==> src/sv/aho_pkg.sv <==
// ----------------------------------------------------------------------------
// aho_pkg
// Shared types, operation codes and controller command codes for the
// multi-pattern byte matcher.
// ----------------------------------------------------------------------------
package aho_pkg;

  localparam int DEF_NODES    = 256;
  localparam int DEF_ALPHABET = 256;

  // operation codes of an input item
  localparam logic [1:0] OP_INSERT   = 2'd0;
  localparam logic [1:0] OP_FINALIZE = 2'd1;
  localparam logic [1:0] OP_SCAN     = 2'd2;
  localparam logic [1:0] OP_CLEAR    = 2'd3;

  // controller to datapath commands
  localparam int CMD_W = 5;
  localparam logic [CMD_W-1:0] CMD_NOP       = 5'd0;
  localparam logic [CMD_W-1:0] CMD_LATCH     = 5'd1;
  localparam logic [CMD_W-1:0] CMD_INS_CHK   = 5'd2;
  localparam logic [CMD_W-1:0] CMD_INS_APL   = 5'd3;
  localparam logic [CMD_W-1:0] CMD_SCN_CHK   = 5'd4;
  localparam logic [CMD_W-1:0] CMD_SCN_GOTO  = 5'd5;
  localparam logic [CMD_W-1:0] CMD_SCN_FAIL  = 5'd6;
  localparam logic [CMD_W-1:0] CMD_SCN_END   = 5'd7;
  localparam logic [CMD_W-1:0] CMD_FIN_INIT  = 5'd8;
  localparam logic [CMD_W-1:0] CMD_FIN_CHILD = 5'd9;
  localparam logic [CMD_W-1:0] CMD_FIN_VISIT = 5'd10;
  localparam logic [CMD_W-1:0] CMD_FIN_GOTO  = 5'd11;
  localparam logic [CMD_W-1:0] CMD_FIN_FAIL  = 5'd12;
  localparam logic [CMD_W-1:0] CMD_FIN_POP   = 5'd13;
  localparam logic [CMD_W-1:0] CMD_FIN_DEQ   = 5'd14;
  localparam logic [CMD_W-1:0] CMD_FIN_LINK  = 5'd15;
  localparam logic [CMD_W-1:0] CMD_CLEAR     = 5'd16;
  localparam logic [CMD_W-1:0] CMD_EMIT      = 5'd17;

  typedef struct packed {
    logic [1:0] operation;
    logic [7:0] symbol;
    logic       pattern_end;
  } aho_in_t;

  typedef struct packed {
    logic       match;
    logic [7:0] match_length;
    logic       status;
  } aho_out_t;

  // datapath status seen by the controller
  typedef struct packed {
    logic [1:0] op;
    logic       sym_ok;
    logic       ins_go;
    logic       gt_zero;
    logic       node_zero;
    logic       c_end;
    logic       q_empty;
    logic       clr_done;
    logic       out_free;
  } aho_stat_t;

endpackage

==> src/sv/aho_ctrl.sv <==
// ----------------------------------------------------------------------------
// aho_ctrl
// Sequencer for insert, finalize, scan and clear items; issues one command
// per cycle to the datapath.
// ----------------------------------------------------------------------------
module aho_ctrl
  import aho_pkg::*;
(
  input  logic             clk,
  input  logic             rst_n,
  input  logic             in_valid,
  output logic             in_stall,
  input  aho_stat_t        stat,
  output logic [CMD_W-1:0] cmd
);

  localparam logic [4:0] ST_IDLE      = 5'd0;
  localparam logic [4:0] ST_DEC       = 5'd1;
  localparam logic [4:0] ST_INS_CHK   = 5'd2;
  localparam logic [4:0] ST_INS_APL   = 5'd3;
  localparam logic [4:0] ST_SCN_CHK   = 5'd4;
  localparam logic [4:0] ST_SCN_GOTO  = 5'd5;
  localparam logic [4:0] ST_SCN_FAIL  = 5'd6;
  localparam logic [4:0] ST_SCN_END   = 5'd7;
  localparam logic [4:0] ST_FIN_INIT  = 5'd8;
  localparam logic [4:0] ST_FIN_CHILD = 5'd9;
  localparam logic [4:0] ST_FIN_VISIT = 5'd10;
  localparam logic [4:0] ST_FIN_GOTO  = 5'd11;
  localparam logic [4:0] ST_FIN_FAIL  = 5'd12;
  localparam logic [4:0] ST_FIN_POP   = 5'd13;
  localparam logic [4:0] ST_FIN_DEQ   = 5'd14;
  localparam logic [4:0] ST_FIN_LINK  = 5'd15;
  localparam logic [4:0] ST_CLR       = 5'd16;
  localparam logic [4:0] ST_RST_CLR   = 5'd17;
  localparam logic [4:0] ST_DONE      = 5'd18;

  logic [4:0] state_r, state_nxt;

  assign in_stall = (state_r != ST_IDLE);

  always_comb begin
    state_nxt = state_r;
    cmd       = CMD_NOP;
    case (state_r)
      ST_IDLE: begin
        if (in_valid) begin
          cmd       = CMD_LATCH;
          state_nxt = ST_DEC;
        end
      end
      ST_DEC: begin
        case (stat.op)
          OP_INSERT:   state_nxt = ST_INS_CHK;
          OP_FINALIZE: state_nxt = ST_FIN_INIT;
          OP_SCAN:     state_nxt = ST_SCN_CHK;
          default:     state_nxt = ST_CLR;
        endcase
      end
      ST_INS_CHK: begin
        cmd       = CMD_INS_CHK;
        state_nxt = stat.ins_go ? ST_INS_APL : ST_DONE;
      end
      ST_INS_APL: begin
        cmd       = CMD_INS_APL;
        state_nxt = ST_DONE;
      end
      ST_SCN_CHK: begin
        cmd       = CMD_SCN_CHK;
        state_nxt = stat.sym_ok ? ST_SCN_GOTO : ST_DONE;
      end
      ST_SCN_GOTO: begin
        cmd       = CMD_SCN_GOTO;
        state_nxt = (stat.gt_zero && !stat.node_zero) ? ST_SCN_FAIL : ST_SCN_END;
      end
      ST_SCN_FAIL: begin
        cmd       = CMD_SCN_FAIL;
        state_nxt = ST_SCN_GOTO;
      end
      ST_SCN_END: begin
        cmd       = CMD_SCN_END;
        state_nxt = ST_DONE;
      end
      ST_FIN_INIT: begin
        cmd       = CMD_FIN_INIT;
        state_nxt = ST_FIN_CHILD;
      end
      ST_FIN_CHILD: begin
        cmd       = CMD_FIN_CHILD;
        state_nxt = stat.c_end ? ST_FIN_POP : ST_FIN_VISIT;
      end
      ST_FIN_VISIT: begin
        cmd       = CMD_FIN_VISIT;
        state_nxt = stat.gt_zero ? ST_FIN_CHILD : ST_FIN_GOTO;
      end
      ST_FIN_GOTO: begin
        cmd       = CMD_FIN_GOTO;
        state_nxt = (stat.gt_zero && !stat.node_zero) ? ST_FIN_FAIL : ST_FIN_CHILD;
      end
      ST_FIN_FAIL: begin
        cmd       = CMD_FIN_FAIL;
        state_nxt = ST_FIN_GOTO;
      end
      ST_FIN_POP: begin
        cmd       = CMD_FIN_POP;
        state_nxt = stat.q_empty ? ST_DONE : ST_FIN_DEQ;
      end
      ST_FIN_DEQ: begin
        cmd       = CMD_FIN_DEQ;
        state_nxt = ST_FIN_LINK;
      end
      ST_FIN_LINK: begin
        cmd       = CMD_FIN_LINK;
        state_nxt = ST_FIN_CHILD;
      end
      ST_CLR: begin
        cmd       = CMD_CLEAR;
        state_nxt = stat.clr_done ? ST_DONE : ST_CLR;
      end
      ST_RST_CLR: begin
        cmd       = CMD_CLEAR;
        state_nxt = stat.clr_done ? ST_IDLE : ST_RST_CLR;
      end
      ST_DONE: begin
        if (stat.out_free) begin
          cmd       = CMD_EMIT;
          state_nxt = ST_IDLE;
        end
      end
      default: state_nxt = ST_IDLE;
    endcase
  end

  always_ff @(posedge clk) begin
    if (!rst_n) begin
      state_r <= ST_RST_CLR;
    end else begin
      state_r <= state_nxt;
    end
  end

endmodule

==> config.mk <==
export PLATFORM = sky130hd
export DESIGN_NAME = aho_ctrl
export DESIGN_NICKNAME = d
export VERILOG_FILES = /design/src/sv/aho_pkg.sv /design/src/sv/aho_ctrl.sv
export SDC_FILE = /design/constraint.sdc
export NUM_CORES = 1
export LEC_CHECK = 0
export BUFFER_PORTS_ARGS = -buffer_cell sky130_fd_sc_hd__buf_2
export CAP_MARGIN = 20
export CELL_PAD_IN_SITES_DETAIL_PLACEMENT = 1
export CELL_PAD_IN_SITES_GLOBAL_PLACEMENT = 1
export CORE_ASPECT_RATIO = 0.8
export CORE_MARGIN = 3
export CORE_UTILIZATION = 38
export DETAILED_ROUTE_END_ITERATION = 12
export PLACE_DENSITY_LB_ADDON = 0.1
export SETUP_SLACK_MARGIN = 0.4
export SYNTH_ARGS = -nofsm -noshare
export SYNTH_HDL_FRONTEND = slang
export SYNTH_SLANG_ARGS = --single-unit
==> constraint.sdc <==
create_clock -name clk -period 2.01 [get_ports clk]
set_clock_uncertainty 0.15 [all_clocks]
set_input_delay 0.201 -clock clk [delete_from_list [all_inputs] [get_ports clk]]
set_output_delay 0.201 -clock clk [all_outputs]
set_load 0.005 [all_outputs]
Word-level counts from Yosys, hierarchy flattened
Cells that the tools add are included.
{"block": "word_totals", "reg_bits": 5, "output_inout_bits": 6, "wordCells": 48}
{"block": "op_classes", "n_eq_ne": 22, "mux": 16, "n_reduce_logical": 9}
{"operator": "$pmux W5 S17", "count": 2}
{"operator": "$eq A5 B4 Y1 const B", "count": 8}
{"operator": "$mux W5", "count": 7}
{"operator": "$eq A5 B3 Y1 const B", "count": 4}
{"operator": "$eq A5 B5 Y1 const B", "count": 3}
{"operator": "$pmux W5 S3", "count": 1}
{"operator": "$eq A5 B2 Y1 const B", "count": 2}
{"operator": "$mux W3", "count": 2}
{"operator": "$reduce_or A2 Y1", "count": 3}
{"operator": "$eq A5 B1 Y1 const B", "count": 1}
{"operator": "$logic_not A5 Y1", "count": 1}
{"operator": "$reduce_bool A5 Y1", "count": 1}
{"operator": "$mux W2", "count": 2}
{"operator": "$ne A2 B2 Y1 const B", "count": 2}
{"operator": "$eq A2 B1 Y1 const B", "count": 1}
{"operator": "$eq A2 B2 Y1 const B", "count": 1}
{"operator": "$logic_not A2 Y1", "count": 1}
{"operator": "$mux W1", "count": 2}
{"operator": "$reduce_and A2 Y1", "count": 1}
{"operator": "$logic_and A1 B1 Y1", "count": 1}
{"operator": "$logic_not A1 Y1", "count": 1}

Logic depth before layout (Yosys ltp)
Gate-level depths: netlist of run 1.
{"block": "depth", "ltp_word": 4, "depth_mapped": 6}

Worst setup path after synthesis of run 1
OpenSTA, ideal clock, no wires.
{"block": "synth_timing", "path_kind": "flip-flop to output port", "start": "register state_r[0]", "end": "output port cmd[4]", "arrival_ns": 1.057, "required_ns": 1.659, "path_slack_ns": 0.602, "stages_incl_launch_ff": 4, "path_buffers": 1, "cell_sequence": "dfxtp_1 -> buf_6 -> nand2b_1 -> a2111oi_0"}
{"block": "synth_via", "elab_chain_cells": 3}
{"element": "start: declaration", "line": "aho_ctrl.sv:37", "text": "logic [4:0] state_r, state_nxt;"}
{"element": "start signal: assignment", "line": "aho_ctrl.sv:137", "text": "state_r <= state_nxt;"}
{"element": "$eq A5 B5 Y1", "line": "aho_ctrl.sv:44", "text": "case (state_r)"}
{"element": "$reduce_or A2 Y1 (no source line)"}
{"element": "$pmux W5 S17 *", "line": "aho_ctrl.sv:44"}
{"element": "end: declaration", "line": "aho_ctrl.sv:14", "text": "output logic [CMD_W-1:0] cmd"}
Every way passes the cells marked *; elsewhere a longest branch is shown, timed or not.

Final worst setup path of run 1
{"block": "layout_timing", "start": "register state_r[2]", "end": "output port cmd[0]"}
The elaborated chain is that of the path after synthesis.

==> metrics.cfg, run 1 <==
[status]
status=finished clean

[grt]
grt_pass1_wl_mm=3.30
overflow=0
gr-usage-all-layers_pct=19.7
antenna_found_initial=0
first_global_vias=674
grt_max_degree=17

[floorplanning]
ios=19
core_area_um2=1470
dieHeight_um=42.3
rows=12
die_x_um=51.4
start_util_pct=42.5
die_area_um2=2170

[synthesis]
yosysWarnings=0
synth_most_common_cell=nor2_1
yosys.area.top_type=dfxtp_1
syn-num-nets=92
synth.distinct_cells=44
post_synth.cell_area_avg_um2=7.92
synth_edf_count=0
ys_seq_area_share_pct=16.0
synthArstFlopShare_pct=0
ys_ff_latch=5
syn_inst=79
synth_top_area_share_pct=16.0
synth_common_cells=nor2_1, a31oi_1, dfxtp_1, nor3b_1, nand2_1
synth-main-ff-cell=dfxtp_1
synth.area.top_cells=dfxtp_1, nor3b_1, buf_6, a31oi_1, and4bb_1
synth_area_um2=626

[critical_path]
crit_path_max_fanout=15
path_cells=nor2_1 > a32oi_1 > o22ai_1 > buf_2
path_buf_inv=1
crit_required_ns=1.66
cp.arrival_ns=1.26
r2r_slack_ns=0.46
reg2regPathDepth=5
reg2reg_to=state_r[2]
slowest_stage=dfxtp_4
path_class=flip-flop to output port
reg2reg_from=state_r[0]
path_delay_family=flip-flops
cp-end-kind=output port
critPathLaunchType=flip-flop
critPathMaxStageDelay_ns=0.45

[timing]
fmax_mhz=619
setup_viol=0
period_share_pct=80.3
finalSetupTns_ns=0
maxSlewHeadroom_pct=81.7
period_needed_ns=1.61
worst_slew_pin_slew_ns=0.274
final-hold-violation-count=0
drv_slew=0
rsz0062_at_grt=true
setup_ws_ns=0.395

[clocking]
cts_root_buffer=clkbuf_4
cts_num_sinks=5
cts_tree=yes
insertion_delay_ns=0.25
clk_pin_slew_ns=0.05
htreeDepth=1
cts_buffers=3
clockBufferDepth=2

[detailed_routing]
post-route-drc-count=0
routed_wl_mm=1.97
drtPass1Iterations=4
ant_nets=0
routedWlPerCell_um=16.3
vias=703
drt-initial-drc-count=14
post_drt_via_cell_ratio=5.81

[place]
place_ws_ns=0.241
gp_congestion=0.809
port_buffers=18
dp_hpwl_mm=1.41

[min_path]
hp-class=primary input to flip-flop
min_to=state_r[0]
worstHoldStart=rst_n
hold_depth=2

[finish]
n_antenna_cell=0
largest_register_ffs=5
syn_to_final_growth_pct=27.6
nNetsFinal=114
reg_top3=state_r: 5 flops
drive_gt1_share_pct=40.0
top_register=state_r

[power]
peakVddDrop_uv=278
cellPowerDensity_nw_per_um2=574
p_leak_uw=0.000314
p_total_uw=458

[run]
maxCapViolCount=0

[through the flow]
step           std cells  hold WS [ns]  area (um^2)  utilization [%]
2_1_floorplan         79         0.129          626                -
3_3_place_gp         114         0.264          697             47.4
3_5_place_dp         114         0.275          697             47.4
4_1_cts              120        0.0185          777             52.8
5_1_grt              121        0.0181          798             54.3
6_report             121        0.0215          798             54.3
[placed cells by master, fill, tap and decap left out, types with 3 or more instances in the layout]
master,count
a21oi_1,3
a31oi_1,5
buf_2,18
buf_4,5
clkbuf_4,3
dfxtp_4,5
inv_1,3
nand2_1,4
nand2b_1,3
nor2_1,5
nor2b_1,3
nor3b_1,5
o21ai_1,4
[logic make-up (layout without fill, tap and decap cells)]
logic type             count (synthesis)  in the layout  share of synthesized area [%]
buffers and inverters                 11             32                           13.2
AND/OR/NAND/NOR                       34             34                           36.2
flip-flops                             5              5                           16.0
multiplexers                           1              1                           1.60
AO/OA/AOI/OAI                         28             28                           33.0
[report_power, final]
group          switching [uW]  leakage (uW)  internal (uW)
registers                33.4     0.0000438            111
logic                    97.3      0.000255           98.1
clock network            42.9     0.0000150           75.1
[repair_timing]
action                     4_1_cts  5_1_grt
hold buffers                     0        0
pin swaps                        1        1
setup buffers                    2        1
resized for setup               15        4
setup endpoints to repair        8        4
[how the worst max path moves through the flow]
stage,cells after the start,to,from
3_5_place_dp,5,cmd[0],state_r[0]
6_report,4,cmd[0],state_r[2]
2_1_floorplan,3,cmd[4],state_r[0]
3_3_place_gp,5,cmd[0],state_r[0]
5_1_grt,4,cmd[0],state_r[2]
4_1_cts,4,cmd[0],state_r[3]
[area by class of cell]
cell class / instances / area [um^2]
fill: 213 / 673
timing repair buffer: 24 / 139
tap: 21 / 26.3
multi-input combinational: 63 / 473
clock buffer: 4 / 26.3
inverter: 4 / 15.0
sequential: 5 / 119
[worst reg2reg max path, cell delays in order (launching register included)]
cell	delay, ns
dfxtp_4	0.37
buf_4	0.17
and4b_2	0.21
a31oi_1	0.14
a2bb2oi_1	0.09
o311a_1	0.29
[per-layer routing]
metal	vias up	share of wire, %	track usage, %	wire length (um)
met4	0	0	3.14	0
met5	-	0	0	0
met1	336	50	27.5	984
met2	15	46	32.0	914
li1	352	-	-	-
met3	0	3.7	3.20	73
Power figures use the tool's default switching activity.
==> inputs of run 2 (changes only) <==
Settings changed: CORE_UTILIZATION 38 to 32.
Clock period 2.01 ns to 1.3 ns, I/O delays scaled along.
==> metrics.cfg, run 2 (synthesis gave the netlist of run 1 again) <==
[finish]
drive_gt1_share_pct=67.9  ; was 40.0%
seq_area_um2=119  ; unchanged
n_antenna_cell=0  ; unchanged
final_common_cell=buf_4  ; was buf_2
nNetsFinal=148  ; was 114
fillers=182  ; was 213
most-common-layout-cells=buf_4, buf_6, buf_2, a31oi_1, dfxtp_4
reg_top3=state_r: 5 flops  ; unchanged
multi_input_area_um2=563  ; was 473 um^2
largest_register_ffs=5  ; unchanged
syn_to_final_growth_pct=96.6  ; was 27.6%
top_register=state_r  ; unchanged
final_area_um2=1230  ; was 798 um^2

[critical_path]
slowest_stage=dfxtp_4  ; unchanged
critPathLaunchType=flip-flop  ; unchanged
crit_path_max_fanout=6  ; was 15
cp.arrival_ns=1.64  ; was 1.26 ns
reg2regPathDepth=6  ; was 5
critPathMaxStageDelay_ns=0.40  ; was 0.45 ns
path_class=flip-flop to flip-flop  ; was flip-flop to output port
cp-end-kind=flip-flop  ; was output port
worst_path_most_repeated_cell=buf_6
path_cells=buf_6 > buf_6 > and4bb_1 > a31oi_1 > or3_1 > o311ai_2  ; was nor2_1 > a32oi_1 > o22ai_1 > buf_2
crit_required_ns=1.31  ; was 1.66 ns

[clocking]
cts_buffers=3  ; unchanged
cts_num_sinks=5  ; unchanged
insertion_delay_ns=0.26  ; was 0.25 ns
htreeDepth=1  ; unchanged
clk_pin_slew_ns=0.05  ; about the same
cts_tree=yes  ; unchanged
cts_root_buffer=clkbuf_4  ; unchanged
clockBufferDepth=2  ; unchanged

[timing]
fmax_mhz=612
finalSetupTns_ns=-2.72  ; was 0 ns
drv_slew=0  ; unchanged
whs_ns=-0.0357  ; was 0.0215 ns
period_share_pct=126
worst_slew_pin_slew_ns=0.410  ; was 0.274 ns
rsz0062_at_grt=true  ; unchanged
setup_ws_ns=-0.335  ; was 0.395 ns
final-hold-violation-count=1  ; was 0
maxSlewHeadroom_pct=72.6  ; was 81.7%
setup_viol=11  ; was 0
period_needed_ns=1.63

[power]
cellPowerDensity_nw_per_um2=834  ; was 574 nW/um^2
p_leak_uw=0.000518  ; was 0.000314 uW
peakVddDrop_uv=436  ; was 278 uV
p_total_uw=1030  ; was 458 uW

[floorplanning]
die_area_um2=2520  ; was 2170 um^2
rows=13  ; was 12
die_x_um=55.4  ; was 51.4 um
core_area_um2=1720  ; was 1470 um^2
ios=19  ; unchanged
dieHeight_um=45.5  ; was 42.3 um
start_util_pct=36.3  ; was 42.5%

[place]
postPlaceCellArea_um2=858  ; was 697 um^2
dp_hpwl_mm=1.77  ; was 1.41 mm
gp_congestion=0.787  ; was 0.809
port_buffers=18  ; unchanged

[detailed_routing]
vias=969  ; was 703
drt-initial-drc-count=50  ; was 14
post_drt_via_cell_ratio=6.21  ; was 5.81
routed_wl_mm=4.12  ; was 1.97 mm
ant_nets=0  ; unchanged
post-route-drc-count=0  ; unchanged
drtPass1Iterations=4  ; unchanged
routedWlPerCell_um=26.4  ; was 16.3 um

[run]
maxCapViolCount=0  ; unchanged

[grt]
grt_pass1_wl_mm=5.20  ; was 3.30 mm
overflow=0  ; unchanged
antenna_found_initial=0  ; unchanged
grt_max_degree=11  ; was 17
first_global_vias=991  ; was 674
gr-usage-all-layers_pct=27.1  ; was 19.7%

[status]
status=finished, violations left  ; was finished clean
violations=negative hold slack, negative setup slack

[min_path]
hp-class=primary input to flip-flop  ; unchanged
hold_depth=2  ; unchanged

## run 2: cell types whose count changed in the layout (fill, tap and decap cells not counted), sizes merged
cell,change
buf,+34
clkinvlp,+1
inv,-1
## run 2: path summary, 6_finish.rpt
| check | start | endpoint | slack [ns] |
|---|---|---|---|
| worst min-delay path | rst_n | state_r[0] | -0.04 |
| worst max register to register | state_r[0] | state_r[0] | -0.33 |
| worst min register to register | state_r[4] | state_r[4] | 0.51 |
| worst max-delay path | state_r[0] | state_r[0] | -0.33 |
## run 2: cell type report
class                      instances  area share, %
inverter                           4           1.73
timing repair buffer              58           38.5
sequential                         5           9.66
multi-input combinational         63           45.8
tap                               22           2.24
clock buffer                       4           2.14
## run 2: critical path: cells and delay by family, from the launching register on
kind,cells,cell delay [ns]
AO/OA/AOI/OAI,2,0.16
AND/OR/NAND/NOR,2,0.56
buffers and inverters,2,0.25
flip-flops,1,0.40
## run 2: report_power, final
part | total [uW] | internal [uW] | leakage (uW) | switching, uW
clock network | 205 | 118 | 0.0000150 | 87.0
logic | 603 | 311 | 0.000459 | 293
registers | 218 | 171 | 0.0000438 | 46.2
total | 1030 | 599 | 0.000518 | 426
## run 2: per-layer routing
layer	vias up	routed length [um]	GRT usage, %
li1	425	-	-
met1	463	1710	32.9
met2	67	1920	54.0
met3	14	381	4.25
met4	0	114	0.485
met5	-	0	0
## run 2: metrics by stage
stage	util (%)	instances	setup WS, ns
2_1_floorplan	-	79	-0.00300
3_5_place_dp	49.8	133	-0.405
6_report	71.3	156	-0.335
3_3_place_gp	49.8	133	-0.246
4_1_cts	63.7	152	-0.230
5_1_grt	71.3	156	-0.385
## run 2: timing repair
action,CTS,global route
hold endpoints to repair,1,1
endpoints found under the setup margin,11,11
gates cloned,0,0
buffers inserted,15,4
pin swaps,10,8
resized for setup,27,24
==> inputs of run 3 (changes only) <==
--- a/config.mk
+++ b/config.mk
@@ -9,3 +9,3 @@
 export CAP_MARGIN = 20
-export CELL_PAD_IN_SITES_DETAIL_PLACEMENT = 1
+export CELL_PAD_IN_SITES_DETAIL_PLACEMENT = 0
 export CELL_PAD_IN_SITES_GLOBAL_PLACEMENT = 1
--- a/constraint.sdc
+++ b/constraint.sdc
@@ -4,2 +4,2 @@
 set_output_delay 0.13 -clock clk [all_outputs]
-set_load 0.005 [all_outputs]
+set_load 0.05 [all_outputs]
==> metrics.cfg, run 3 (synthesis gave the netlist of run 1 again) <==
[critical_path]
path_cells=buf_6 > nand2b_4 > a2111oi_4 > buf_6  ; was buf_6 > buf_6 > and4bb_1 > a31oi_1 > or3_1 > o311ai_2
critPathLaunchType=flip-flop  ; unchanged
crit_required_ns=1.02  ; was 1.31 ns
crit_path_max_fanout=4  ; was 6
critPathMaxStageDelay_ns=0.35  ; was 0.40 ns
path_class=flip-flop to output port  ; was flip-flop to flip-flop
worst_path_most_repeated_cell=buf_6  ; unchanged
cp-end-kind=output port  ; was flip-flop
slowest_stage=dfxtp_4  ; unchanged
cp.arrival_ns=1.36  ; was 1.64 ns

[min_path]
hp-class=primary input to flip-flop  ; unchanged

[finish]
top_register=state_r  ; unchanged
nNetsFinal=152  ; was 148
reg_top3=state_r: 5 flops  ; unchanged
most-common-layout-cells=buf_4, buf_6, buf_2, a31oi_1, dfxtp_4  ; unchanged
n_antenna_cell=0  ; unchanged
final_area_um2=1330  ; was 1230 um^2
final_common_cell=buf_4  ; unchanged
drive_gt1_share_pct=69.6  ; was 67.9%
largest_register_ffs=5  ; unchanged
syn_to_final_growth_pct=113  ; was 96.6%

[place]
port_buffers=18  ; unchanged
postPlaceCellArea_um2=968  ; was 858 um^2
dp_hpwl_mm=1.65  ; was 1.77 mm
gp_congestion=0.814  ; was 0.787

[grt]
antenna_found_initial=0  ; unchanged
grt_pass1_wl_mm=4.18  ; was 5.20 mm
grt_max_degree=9  ; was 11
overflow=0  ; unchanged
gr-usage-all-layers_pct=21.2  ; was 27.1%
first_global_vias=897  ; was 991

[floorplanning]
die_area_um2=2520  ; unchanged
dieHeight_um=45.5  ; unchanged
rows=13  ; unchanged
start_util_pct=36.3  ; unchanged
die_x_um=55.4  ; unchanged
ios=19  ; unchanged
core_area_um2=1720  ; unchanged

[detailed_routing]
post_drt_via_cell_ratio=5.96  ; was 6.21
drtPass1Iterations=4  ; unchanged
drt-initial-drc-count=47  ; was 50
routedWlPerCell_um=17.2  ; was 26.4 um
ant_nets=0  ; unchanged
post-route-drc-count=0  ; unchanged
routed_wl_mm=2.75  ; was 4.12 mm
vias=953  ; was 969

[clocking]
insertion_delay_ns=0.24  ; was 0.26 ns
cts_root_buffer=clkbuf_4  ; unchanged
cts_tree=yes  ; unchanged
cts_buffers=3  ; unchanged
clockBufferDepth=2  ; unchanged
clk_pin_slew_ns=0.05  ; about the same
cts_num_sinks=5  ; unchanged
htreeDepth=1  ; unchanged

[timing]
rsz0062_at_grt=true  ; unchanged
drv_slew=0  ; unchanged
worst_slew_pin_slew_ns=0.268  ; was 0.410 ns
fmax_mhz=610  ; was 612 MHz
whs_ns=-0.0329  ; was -0.0357 ns
final-hold-violation-count=1  ; unchanged
setup_ws_ns=-0.340  ; was -0.335 ns
period_needed_ns=1.64  ; was 1.63 ns
period_share_pct=126  ; about the same
maxSlewHeadroom_pct=82.2  ; was 72.6%
setup_viol=11  ; unchanged

[status]
violations=negative hold slack, negative setup slack  ; unchanged
status=finished, violations left  ; unchanged

[run]
maxCapViolCount=0  ; unchanged

[power]
peakVddDrop_uv=847  ; was 436 uV
p_total_uw=1090  ; was 1030 uW
cellPowerDensity_nw_per_um2=821  ; was 834 nW/um^2
p_leak_uw=0.000563  ; was 0.000518 uW

-- run 3: cell count changes in the layout (fill, tap and decap cells not counted), moves of 2 or more --
| cell | delta |
|---|---|
| inv_6 | +2 |
| buf_2 | -5 |
| buf_8 | +3 |
| buf_6 | +3 |
| buf_4 | +4 |
-- run 3: worst paths after layout --
kind / from / to / slack (ns) / depth (start not counted)
worst max-delay path: state_r[0] / cmd[4] / -0.34 / 4
worst max register to register: state_r[0] / state_r[0] / -0.33 / 6
worst min register to register: state_r[4] / state_r[0] / 0.53 / 2
worst min-delay path: rst_n / state_r[0] / -0.03 / 2
-- run 3: worst max-delay path, delay by kind of cell (launching register included) --
kind | cells | cell delay, ns
flip-flops | 1 | 0.35
buffers and inverters | 2 | 0.32
AO/OA/AOI/OAI | 1 | 0.30
AND/OR/NAND/NOR | 1 | 0.13
-- run 3: routing by layer --
layer,GRT usage (%),vias to the layer above,share of wire [%]
li1,-,435,-
met1,25.8,450,40
met2,37.0,58,48
met3,5.10,10,8.7
met4,7.77,0,2.7
met5,0,-,0
-- run 3: power by group --
group	switching, uW	internal (uW)
Clock	64.7	116
Sequential	30.3	171
Combinational	342	370
Total	437	657
-- run 3: timing repair --
item	4_1_cts	5_1_grt
pin swaps	6	8
endpoints found under the setup margin	11	11
gates cloned	0	0
resized for setup	43	16
buffers inserted	12	3
endpoints found under the hold margin	1	1
-- run 3: cell type report --
type                       count  area (um^2)
clock buffer                   4         26.3
tap                           22         27.5
inverter                       4         25.0
multi-input combinational     63          598
fill                         114          392
timing repair buffer          62          537
sequential                     5          119
-- run 3: metrics by stage --
stage	util [%]	setup WS [ns]	instances	TNS, ns
4_1_cts	71.8	-0.335	157	-2.18
3_3_place_gp	56.2	-0.217	141	-1.53
6_report	77.3	-0.340	160	-2.38
3_5_place_dp	56.2	-0.327	141	-1.95
5_1_grt	77.3	-0.410	160	-2.91
2_1_floorplan	-	-0.291	79	-0.640
